$ cat config.mk
export PLATFORM = sky130hd
export DESIGN_NAME = radix_text_to_integer_core
export DESIGN_NICKNAME = d
export VERILOG_FILES = /design/src/sv/rtti_pkg.sv /design/src/sv/radix_text_to_integer_core.sv /design/src/sv/rtti_fifo.sv /design/src/sv/rtti_front.sv /design/src/sv/rtti_back.sv
export SDC_FILE = /design/constraint.sdc
export NUM_CORES = 1
export LEC_CHECK = 0
export ABC_AREA = 1
export BUFFER_PORTS_ARGS = -buffer_cell sky130_fd_sc_hd__buf_2
export CORE_ASPECT_RATIO = 1.25
export CORE_MARGIN = 4
export CORE_UTILIZATION = 30
export DETAILED_ROUTE_END_ITERATION = 16
export GPL_TIMING_DRIVEN = 0
export PLACE_DENSITY = 0.5
export RECOVER_POWER = 50
export SYNTH_ARGS = -nofsm -noshare
export SYNTH_HDL_FRONTEND = slang
export SYNTH_SLANG_ARGS = --single-unit
export TNS_END_PERCENT = 50
$ cat constraint.sdc
create_clock -name clk -period 7.4 [get_ports clk]
set_input_delay 0.37 -clock clk [delete_from_list [all_inputs] [get_ports clk]]
set_output_delay 0.37 -clock clk [all_outputs]
set_load 0.02 [all_outputs]
$ cat src/sv/rtti_pkg.sv
`default_nettype none
// ----------------------------------------------------------------------------
// rtti_pkg
// Shared types and constants of the radix text to integer core.
// ----------------------------------------------------------------------------
package rtti_pkg;

  localparam int VALUE_WIDTH_DEF  = 32;
  localparam int OFFSET_WIDTH_DEF = 16;
  localparam int QUEUE_DEPTH_DEF  = 2;

  localparam int CH_W    = 8;
  localparam int RADIX_W = 6;
  localparam int DIGIT_W = 4;

  localparam logic [CH_W-1:0] CH_NUL   = 8'h00;
  localparam logic [CH_W-1:0] CH_TAB   = 8'h09;
  localparam logic [CH_W-1:0] CH_NL    = 8'h0A;
  localparam logic [CH_W-1:0] CH_CR    = 8'h0D;
  localparam logic [CH_W-1:0] CH_SPACE = 8'h20;
  localparam logic [CH_W-1:0] CH_PLUS  = 8'h2B;
  localparam logic [CH_W-1:0] CH_MINUS = 8'h2D;
  localparam logic [CH_W-1:0] CH_0     = 8'h30;
  localparam logic [CH_W-1:0] CH_9     = 8'h39;
  localparam logic [CH_W-1:0] CH_UA    = 8'h41;
  localparam logic [CH_W-1:0] CH_UF    = 8'h46;
  localparam logic [CH_W-1:0] CH_UX    = 8'h58;
  localparam logic [CH_W-1:0] CH_LA    = 8'h61;
  localparam logic [CH_W-1:0] CH_LF    = 8'h66;
  localparam logic [CH_W-1:0] CH_LX    = 8'h78;

  localparam logic [RADIX_W-1:0] BASE_AUTO = 6'd0;
  localparam logic [RADIX_W-1:0] BASE_OCT  = 6'd8;
  localparam logic [RADIX_W-1:0] BASE_DEC  = 6'd10;
  localparam logic [RADIX_W-1:0] BASE_HEX  = 6'd16;

  typedef struct packed {
    logic               start;
    logic [RADIX_W-1:0] radix;
    logic               is_space;
    logic               is_plus;
    logic               is_minus;
    logic               is_zero;
    logic               is_x;
    logic               is_digit;
    logic [DIGIT_W-1:0] digit;
  } cls_t;

endpackage
`default_nettype wire

$ cat src/sv/radix_text_to_integer_core.sv
`default_nettype none
// ----------------------------------------------------------------------------
// radix_text_to_integer_core
// Converts a character stream to a signed integer in a given or detected base.
// ----------------------------------------------------------------------------
// Input channel: one character word per push, accepted when push is high and
// full is low. start_req marks the first character of a string and radix is
// sampled with it (0 selects the base from the prefix).
// Result channel: a word holding value and end_offset is shown while empty is
// low and is taken when pop is high.
// Throughput is one character per cycle while the result queue has room,
// set by the single multiply-add step of the back end. The ending character
// is registered in the middle queue, and its result in the output queue.
// Characters wait in a two-word queue between the classifier and the parser,
// and results in a two-word queue at the output. When the receiver stalls,
// the output queue fills, the parser holds, and full rises once the middle
// queue is full.
// Reset empties both queues and leaves the parser idle, waiting for a start.
// ----------------------------------------------------------------------------
module radix_text_to_integer_core #(
  parameter int VALUE_WIDTH  = rtti_pkg::VALUE_WIDTH_DEF,
  parameter int OFFSET_WIDTH = rtti_pkg::OFFSET_WIDTH_DEF,
  parameter int QUEUE_DEPTH  = rtti_pkg::QUEUE_DEPTH_DEF
) (
  input  logic                          clk,
  input  logic                          rst,
  input  logic                          push,
  output logic                          full,
  input  logic [rtti_pkg::CH_W-1:0]     ch,
  input  logic                          start_req,
  input  logic [rtti_pkg::RADIX_W-1:0]  radix,
  output logic                          empty,
  input  logic                          pop,
  output logic signed [VALUE_WIDTH-1:0] value,
  output logic [OFFSET_WIDTH-1:0]       end_offset
);
  import rtti_pkg::*;

  localparam int RES_W = VALUE_WIDTH + OFFSET_WIDTH;

  cls_t                    item_in, item_out;
  logic                    q_push, q_full, q_empty, q_pop;
  logic                    res_push, res_full;
  logic [VALUE_WIDTH-1:0]  res_value;
  logic [OFFSET_WIDTH-1:0] res_offset;
  logic [RES_W-1:0]        res_word;

  assign full = q_full;

  rtti_front u_front (
    .push      (push),
    .ch        (ch),
    .start_req (start_req),
    .radix     (radix),
    .q_full    (q_full),
    .q_push    (q_push),
    .item      (item_in)
  );

  rtti_fifo #(
    .WIDTH ($bits(cls_t)),
    .DEPTH (QUEUE_DEPTH)
  ) u_cls_q (
    .clk   (clk),
    .rst   (rst),
    .push  (q_push),
    .din   (item_in),
    .full  (q_full),
    .pop   (q_pop),
    .dout  (item_out),
    .empty (q_empty)
  );

  rtti_back #(
    .VALUE_WIDTH  (VALUE_WIDTH),
    .OFFSET_WIDTH (OFFSET_WIDTH)
  ) u_back (
    .clk        (clk),
    .rst        (rst),
    .item       (item_out),
    .item_valid (!q_empty),
    .item_pop   (q_pop),
    .res_full   (res_full),
    .res_push   (res_push),
    .res_value  (res_value),
    .res_offset (res_offset)
  );

  rtti_fifo #(
    .WIDTH (RES_W),
    .DEPTH (QUEUE_DEPTH)
  ) u_res_q (
    .clk   (clk),
    .rst   (rst),
    .push  (res_push),
    .din   ({res_value, res_offset}),
    .full  (res_full),
    .pop   (pop),
    .dout  (res_word),
    .empty (empty)
  );

  assign value      = res_word[RES_W-1:OFFSET_WIDTH];
  assign end_offset = res_word[OFFSET_WIDTH-1:0];

endmodule
`default_nettype wire

$ cat src/sv/rtti_fifo.sv
`default_nettype none
// ----------------------------------------------------------------------------
// rtti_fifo
// Small register queue with full and empty flags.
// ----------------------------------------------------------------------------
module rtti_fifo #(
  parameter int WIDTH = 8,
  parameter int DEPTH = 2
) (
  input  logic             clk,
  input  logic             rst,
  input  logic             push,
  input  logic [WIDTH-1:0] din,
  output logic             full,
  input  logic             pop,
  output logic [WIDTH-1:0] dout,
  output logic             empty
);

  localparam int PTR_W = (DEPTH > 1) ? $clog2(DEPTH) : 1;
  localparam int CNT_W = $clog2(DEPTH + 1);

  logic [WIDTH-1:0] mem [DEPTH];
  logic [PTR_W-1:0] wr_ptr;
  logic [PTR_W-1:0] rd_ptr;
  logic [CNT_W-1:0] count;
  logic             do_push;
  logic             do_pop;

  assign full    = (count == CNT_W'(DEPTH));
  assign empty   = (count == '0);
  assign do_push = push && !full;
  assign do_pop  = pop && !empty;
  assign dout    = mem[rd_ptr];

  always_ff @(posedge clk) begin
    if (do_push) begin
      mem[wr_ptr] <= din;
    end
  end

  always_ff @(posedge clk) begin
    if (rst) begin
      wr_ptr <= '0;
      rd_ptr <= '0;
      count  <= '0;
    end else begin
      if (do_push) begin
        wr_ptr <= (wr_ptr == PTR_W'(DEPTH - 1)) ? '0 : wr_ptr + 1'b1;
      end
      if (do_pop) begin
        rd_ptr <= (rd_ptr == PTR_W'(DEPTH - 1)) ? '0 : rd_ptr + 1'b1;
      end
      if (do_push && !do_pop) begin
        count <= count + 1'b1;
      end else if (do_pop && !do_push) begin
        count <= count - 1'b1;
      end
    end
  end

  a_count_bound: assert property (@(posedge clk) disable iff (rst)
    count <= CNT_W'(DEPTH))
    else $error("queue count exceeds depth");

  a_push_only_grows: assert property (@(posedge clk) disable iff (rst)
    (do_push && !do_pop) |=> (count == $past(count) + 1'b1))
    else $error("queue count did not grow on a lone push");

endmodule
`default_nettype wire

$ cat src/sv/rtti_front.sv
`default_nettype none
// ----------------------------------------------------------------------------
// rtti_front
// Accepts input words and classifies each character for the back end.
// ----------------------------------------------------------------------------
module rtti_front (
  input  logic                         push,
  input  logic [rtti_pkg::CH_W-1:0]    ch,
  input  logic                         start_req,
  input  logic [rtti_pkg::RADIX_W-1:0] radix,
  input  logic                         q_full,
  output logic                         q_push,
  output rtti_pkg::cls_t               item
);
  import rtti_pkg::*;

  logic dec, low_hex, up_hex;

  assign q_push  = push && !q_full;
  assign dec     = (ch >= CH_0) && (ch <= CH_9);
  assign low_hex = (ch >= CH_LA) && (ch <= CH_LF);
  assign up_hex  = (ch >= CH_UA) && (ch <= CH_UF);

  always_comb begin
    item.start    = start_req;
    item.radix    = radix;
    item.is_space = (ch == CH_SPACE) || (ch == CH_TAB) || (ch == CH_NL) || (ch == CH_CR);
    item.is_plus  = (ch == CH_PLUS);
    item.is_minus = (ch == CH_MINUS);
    item.is_zero  = (ch == CH_0);
    item.is_x     = (ch == CH_LX) || (ch == CH_UX);
    item.is_digit = (dec || low_hex || up_hex) && (ch != CH_NUL);
    if (dec) begin
      item.digit = DIGIT_W'(ch - CH_0);
    end else if (low_hex) begin
      item.digit = DIGIT_W'(ch - CH_LA + 8'd10);
    end else if (up_hex) begin
      item.digit = DIGIT_W'(ch - CH_UA + 8'd10);
    end else begin
      item.digit = '0;
    end
  end

endmodule
`default_nettype wire

$ cat src/sv/rtti_back.sv
`default_nettype none
// ----------------------------------------------------------------------------
// rtti_back
// Parsing state machine: sign, prefix and base handling, and accumulation.
// ----------------------------------------------------------------------------
module rtti_back #(
  parameter int VALUE_WIDTH  = 32,
  parameter int OFFSET_WIDTH = 16
) (
  input  logic                    clk,
  input  logic                    rst,
  input  rtti_pkg::cls_t          item,
  input  logic                    item_valid,
  output logic                    item_pop,
  input  logic                    res_full,
  output logic                    res_push,
  output logic [VALUE_WIDTH-1:0]  res_value,
  output logic [OFFSET_WIDTH-1:0] res_offset
);
  import rtti_pkg::*;

  localparam logic [2:0] PH_IDLE   = 3'd0;
  localparam logic [2:0] PH_LEAD   = 3'd1;
  localparam logic [2:0] PH_PREFIX = 3'd2;
  localparam logic [2:0] PH_ZERO   = 3'd3;
  localparam logic [2:0] PH_DIGITS = 3'd4;

  logic [2:0]                phase, phase_cur, phase_next;
  logic                      negative, negative_cur, negative_next;
  logic [RADIX_W-1:0]        working_base, base_cur, base_next, take_base;
  logic [VALUE_WIDTH-1:0]    accumulator, acc_cur, acc_next;
  logic [OFFSET_WIDTH-1:0]   position, pos_cur, pos_next, pos_inc;
  logic [VALUE_WIDTH+RADIX_W-1:0] prod;
  logic                      prefix_path, take, stop, emit;

  assign item_pop     = item_valid && !res_full;
  assign phase_cur    = item.start ? PH_LEAD : phase;
  assign negative_cur = item.start ? 1'b0 : negative;
  assign base_cur     = item.start ? item.radix : working_base;
  assign acc_cur      = item.start ? '0 : accumulator;
  assign pos_cur      = item.start ? '0 : position;
  assign pos_inc      = (pos_cur == '1) ? pos_cur : pos_cur + 1'b1;
  assign res_value    = negative_cur ? ('0 - acc_cur) : acc_cur;
  assign res_offset   = pos_cur;
  assign res_push     = item_pop && emit;

  always_comb begin
    phase_next    = phase_cur;
    negative_next = negative_cur;
    base_next     = base_cur;
    acc_next      = acc_cur;
    pos_next      = pos_cur;
    prefix_path   = 1'b0;
    take          = 1'b0;
    take_base     = base_cur;
    emit          = 1'b0;
    unique case (phase_cur)
      PH_LEAD: begin
        if (item.is_space) begin
          pos_next = pos_inc;
        end else if (item.is_plus || item.is_minus) begin
          negative_next = item.is_minus;
          pos_next      = pos_inc;
          phase_next    = PH_PREFIX;
        end else begin
          prefix_path = 1'b1;
        end
      end
      PH_PREFIX: begin
        prefix_path = 1'b1;
      end
      PH_ZERO: begin
        if (item.is_x) begin
          base_next  = BASE_HEX;
          pos_next   = pos_inc;
          phase_next = PH_DIGITS;
        end else begin
          take      = 1'b1;
          take_base = (base_cur == BASE_AUTO) ? BASE_OCT : base_cur;
        end
      end
      PH_DIGITS: begin
        take = 1'b1;
      end
      default: begin
        phase_next = PH_IDLE;
      end
    endcase
    if (prefix_path) begin
      if (item.is_zero && (base_cur == BASE_AUTO || base_cur == BASE_HEX)) begin
        pos_next   = pos_inc;
        phase_next = PH_ZERO;
      end else begin
        take      = 1'b1;
        take_base = (base_cur == BASE_AUTO) ? BASE_DEC : base_cur;
      end
    end
    stop = !item.is_digit || (RADIX_W'(item.digit) >= take_base);
    prod = acc_cur * take_base;
    if (take) begin
      base_next = take_base;
      if (stop) begin
        emit       = 1'b1;
        phase_next = PH_IDLE;
      end else begin
        acc_next   = VALUE_WIDTH'(prod + (VALUE_WIDTH + RADIX_W)'(item.digit));
        pos_next   = pos_inc;
        phase_next = PH_DIGITS;
      end
    end
  end

  always_ff @(posedge clk) begin
    if (rst) begin
      phase        <= PH_IDLE;
      negative     <= 1'b0;
      working_base <= '0;
      accumulator  <= '0;
      position     <= '0;
    end else if (item_pop) begin
      phase        <= phase_next;
      negative     <= negative_next;
      working_base <= base_next;
      accumulator  <= acc_next;
      position     <= pos_next;
    end
  end

  a_push_needs_item: assert property (@(posedge clk) disable iff (rst)
    res_push |-> (item_valid && !res_full))
    else $error("result word pushed without a consumed item");

  a_idle_after_result: assert property (@(posedge clk) disable iff (rst)
    res_push |=> (phase == PH_IDLE))
    else $error("parser not idle after a result word");

endmodule
`default_nettype wire

==> flow_summary_export.csv <==
group,metric,value,unit
critical_path,slowest_stage,"fa_1",
power_and_ir_drop,pwr-share-comb,0.489,
clock_tree,holdBufCountCts,0,
layout,antenna_cells,0,
power_and_ir_drop,power.switching,2350,uW
layout,fin_cells,2531,
yosys,synth_warnings,0,
routing,drc_errors,0,
global_route,antenna_found_initial,0,
sta,tightest_slew,998,ps
yosys,syn_inst,1774,
yosys,synth_seq_area_share,0.348,
yosys,yosys.area.top_type_share,0.258,
sta,rsz0062_at_grt,"false",
sta,hold_viol,0,
die,ios,69,
critical_path,endpoint_kind,"flop",
yosys,synth_cell_types,52,
routing,via_per_inst,4.91,
global_route,grt_pass1_vias,12647,
critical_path,slowest_delay,500,ps
critical_path,cp_common_cell,"nand2_1",
layout,multi_input_area,8780,sq um
clock_tree,tritoncts,"yes",
global_route,grt_max_degree,31,
sta,setup_violations,0,
layout,layout-drive-gt1-share,0.0814,
place,portBuffers,68,
critical_path,crit_required,7720,ps
sta,min_period,6790,ps
run,maxCapViolCount,0,
critical_path,reg2regPathDepth,31,
power_and_ir_drop,swShare,0.478,
critical_path,start_kind,"flop",
routing,drt-pass1-iter-count,6,
yosys,synth-edff-count,130,
global_route,grt_pass1_wl,71.8,mm
die,num_rows,91,
place,gp_congestion,0.929,
sta,holdWs,84.7,ps
clock_tree,numCtsBuffers,17,
routing,ant_nets,0,
layout,fillers,5288,
layout,nNetsFinal,2075,
place,hpwl,35.9,mm
place,dpl.cell_count,2497,
power_and_ir_drop,p_clk_frac,0.202,
sta,relSlewSlack,0.335,
routing,post_drt_wl_per_cell,18.0,um
clock_tree,worstSkewPairLatency,470,ps
routing,drt-initial-drc-count,708,
power_and_ir_drop,power_density,290,nW/um^2
routing,routed-via-count,12425,
yosys,netlist_area,15100,sq um
yosys,postSynth.asyncResetShare,0,
yosys,syn_area_per_cell,8.53,sq um
sta,slew_viol_final,0,
global_route,grtUsageTotal,0.169,
clock_tree,htreeDepth,4,
yosys,yosys.area.top_type,"edfxtp_1",
critical_path,crit_end,"u_back.accumulator[25]",
critical_path,cp.arrival,7110,ps
layout,seq_area,5270,sq um
critical_path,critPathKind,"flop to flop",
global_route,grt_overflow,0,
die,fp.dieH,259,um
critical_path,crit_path_max_fanout,10,
die,core,49600,sq um
power_and_ir_drop,vdd_drop_max,0.168,mV
power_and_ir_drop,p_leak,0.00727,uW
yosys,ys_top_cells_by_area,"edfxtp_1 (26%), fa_1 (15%), dfxtp_1 (9.0%), nand2_1 (8.2%), ha_1 (6.5%)",
yosys,ys_dominant_reg_cell,"edfxtp_1",
clock_tree,cts_root_buf,"clkbuf_16",
die,die_w,209,um
place,placed_area,16400,sq um
power_and_ir_drop,p_seq_frac,0.309,
routing,postRouteWirelength,45.6,mm
critical_path,timing.rr.end,"u_back.accumulator[25]",
critical_path,rrSetupSlack,610,ps
yosys,ys_ff_latch,198,
clock_tree,cts_sinks,198,
worst_hold_path,worstHoldPathType,"input port to flop",
yosys,synthTopCellsByCount,"nand2_1 (330), nor2_1 (258), inv_1 (203)",
yosys,yosysMostFrequentCell,"nand2_1",
sta,fmax,147,MHz
clock_tree,cts_buffer_depth,2,
layout,design_area,16900,sq um
sta,fin_crit_sh,0.917,
die,initial_core_util,0.305,
yosys,mappedNetlistNets,1982,
die,dieArea,54100,sq um
sta,fin_ws,611,ps
sta,fin_skew,19.8,ps
outcome,status,"completed",
clock_tree,path_clk_slew,80,ps
place,place_ws,445,ps
sta,finalSetupTns,0,ps
power_and_ir_drop,p_int,2560,uW
layout,syn2layout_area_growth,11.7,%
-- cells in the final DEF, fill, tap and decap left out, drive strengths merged, types with 3 or more instances in the layout --
cell type and instances:
mux2 48, edfxtp 130, o31ai 6, nand4 14
fa 110, ha 79, nor4 5, o21bai 7
clkbuf 115, clkinv 7, buf 34, xnor2 12
a211oi 4, o22ai 3, nor3 20, o21ai 117
a221oi 3, a31oi 13, nand3b 5, nor2 275
inv 219, o211ai 12, nand2 336, clkinvlp 3
a21oi 129, a21o 7, mux2i 3, nand3 62
dfxtp 68, xor2 21
-- through the flow --
stage	total power (uW)	utilization
after CTS	4990	0.343
after floorplan	3090	-
after global placement	3950	0.328
after global routing	5270	0.341
after detailed placement	3980	0.330
final	4910	0.341
-- critical path: cells and delay by family, from the launching register on --
kind,cells,cell delay [ps]
and+or+nand+nor,15,2030
adders and majority gates,5,2010
buffers and inverters,7,1330
AOI/OAI and AO/OA,3,760
DFF,1,390
xor gates and xnor gates,1,70
-- final cells by class --
class                           instances  share of cell area
Timing Repair inverter                  1            0.000296
Inverter                              214              0.0479
Buffer                                 59              0.0169
Tap cell                              651              0.0482
Timing Repair Buffer                   73              0.0194
Sequential cell                       198               0.311
Clock buffer                           17              0.0252
Clock inverter                         15              0.0116
Multi-Input combinational cell       1303               0.519
-- power by group through the flow --
stage               Combinational [uW]  Sequential (uW)  Clock (uW)
global route                      2670             1540        1060
global placement                  2400             1550           0
detailed placement                2430             1540           0
CTS                               2450             1520        1020
finish                            2400             1520         991
floorplan                         1570             1520           0
-- routing by layer --
layer / track usage / up-vias / wire length (um)
li1: - / 6051 / -
met3: 0.0224 / 57 / 1710
met4: 0.0602 / 0 / 1430
met2: 0.303 / 267 / 23100
met1: 0.209 / 6050 / 19300
met5: 0 / - / 0
-- sequential cells by signal (all words and copies together), names as in the netlist, named ones only --
register,cells
u_res_q.mem,96
u_cls_q.mem,34
u_back.accumulator,32
u_back.position,16
u_back.working_base,6
u_back.phase,3
u_cls_q.count,2
u_res_q.count,2
u_back.negative,1
u_cls_q.rd_ptr,1
u_cls_q.wr_ptr,1
u_res_q.rd_ptr,1
u_res_q.wr_ptr,1
-- logic make-up after synthesis --
family,Yosys count,share of synthesized area
flops,198,0.348
buf+inv,273,0.0720
fa+ha+maj,189,0.211
simple gates,721,0.200
mux,51,0.0377
xor+xnor,33,0.0191
compound gates,309,0.113
-- how the worst min path moves through the flow --
stage               slack, ps                 end  depth (start not counted)           start
floorplan                 430                flop                          1  u_cls_q.rd_ptr
global placement          430      u_cls_q.rd_ptr                          1  u_cls_q.rd_ptr
detailed placement        450                flop                          1  u_cls_q.rd_ptr
CTS                        60  u_cls_q.mem[1][11]                          1        radix[1]
global route               60  u_cls_q.mem[0][10]                          1        radix[0]
finish                     80  u_cls_q.mem[0][11]                          1        radix[1]
-- what timing repair did --
action                     in CTS  in global routing
resized for setup               0                  4
hold endpoints to repair        0                  0
buffers inserted                0                  1
setup endpoints to repair       0                  5
No activity file was read; power rests on OpenSTA's default activity.
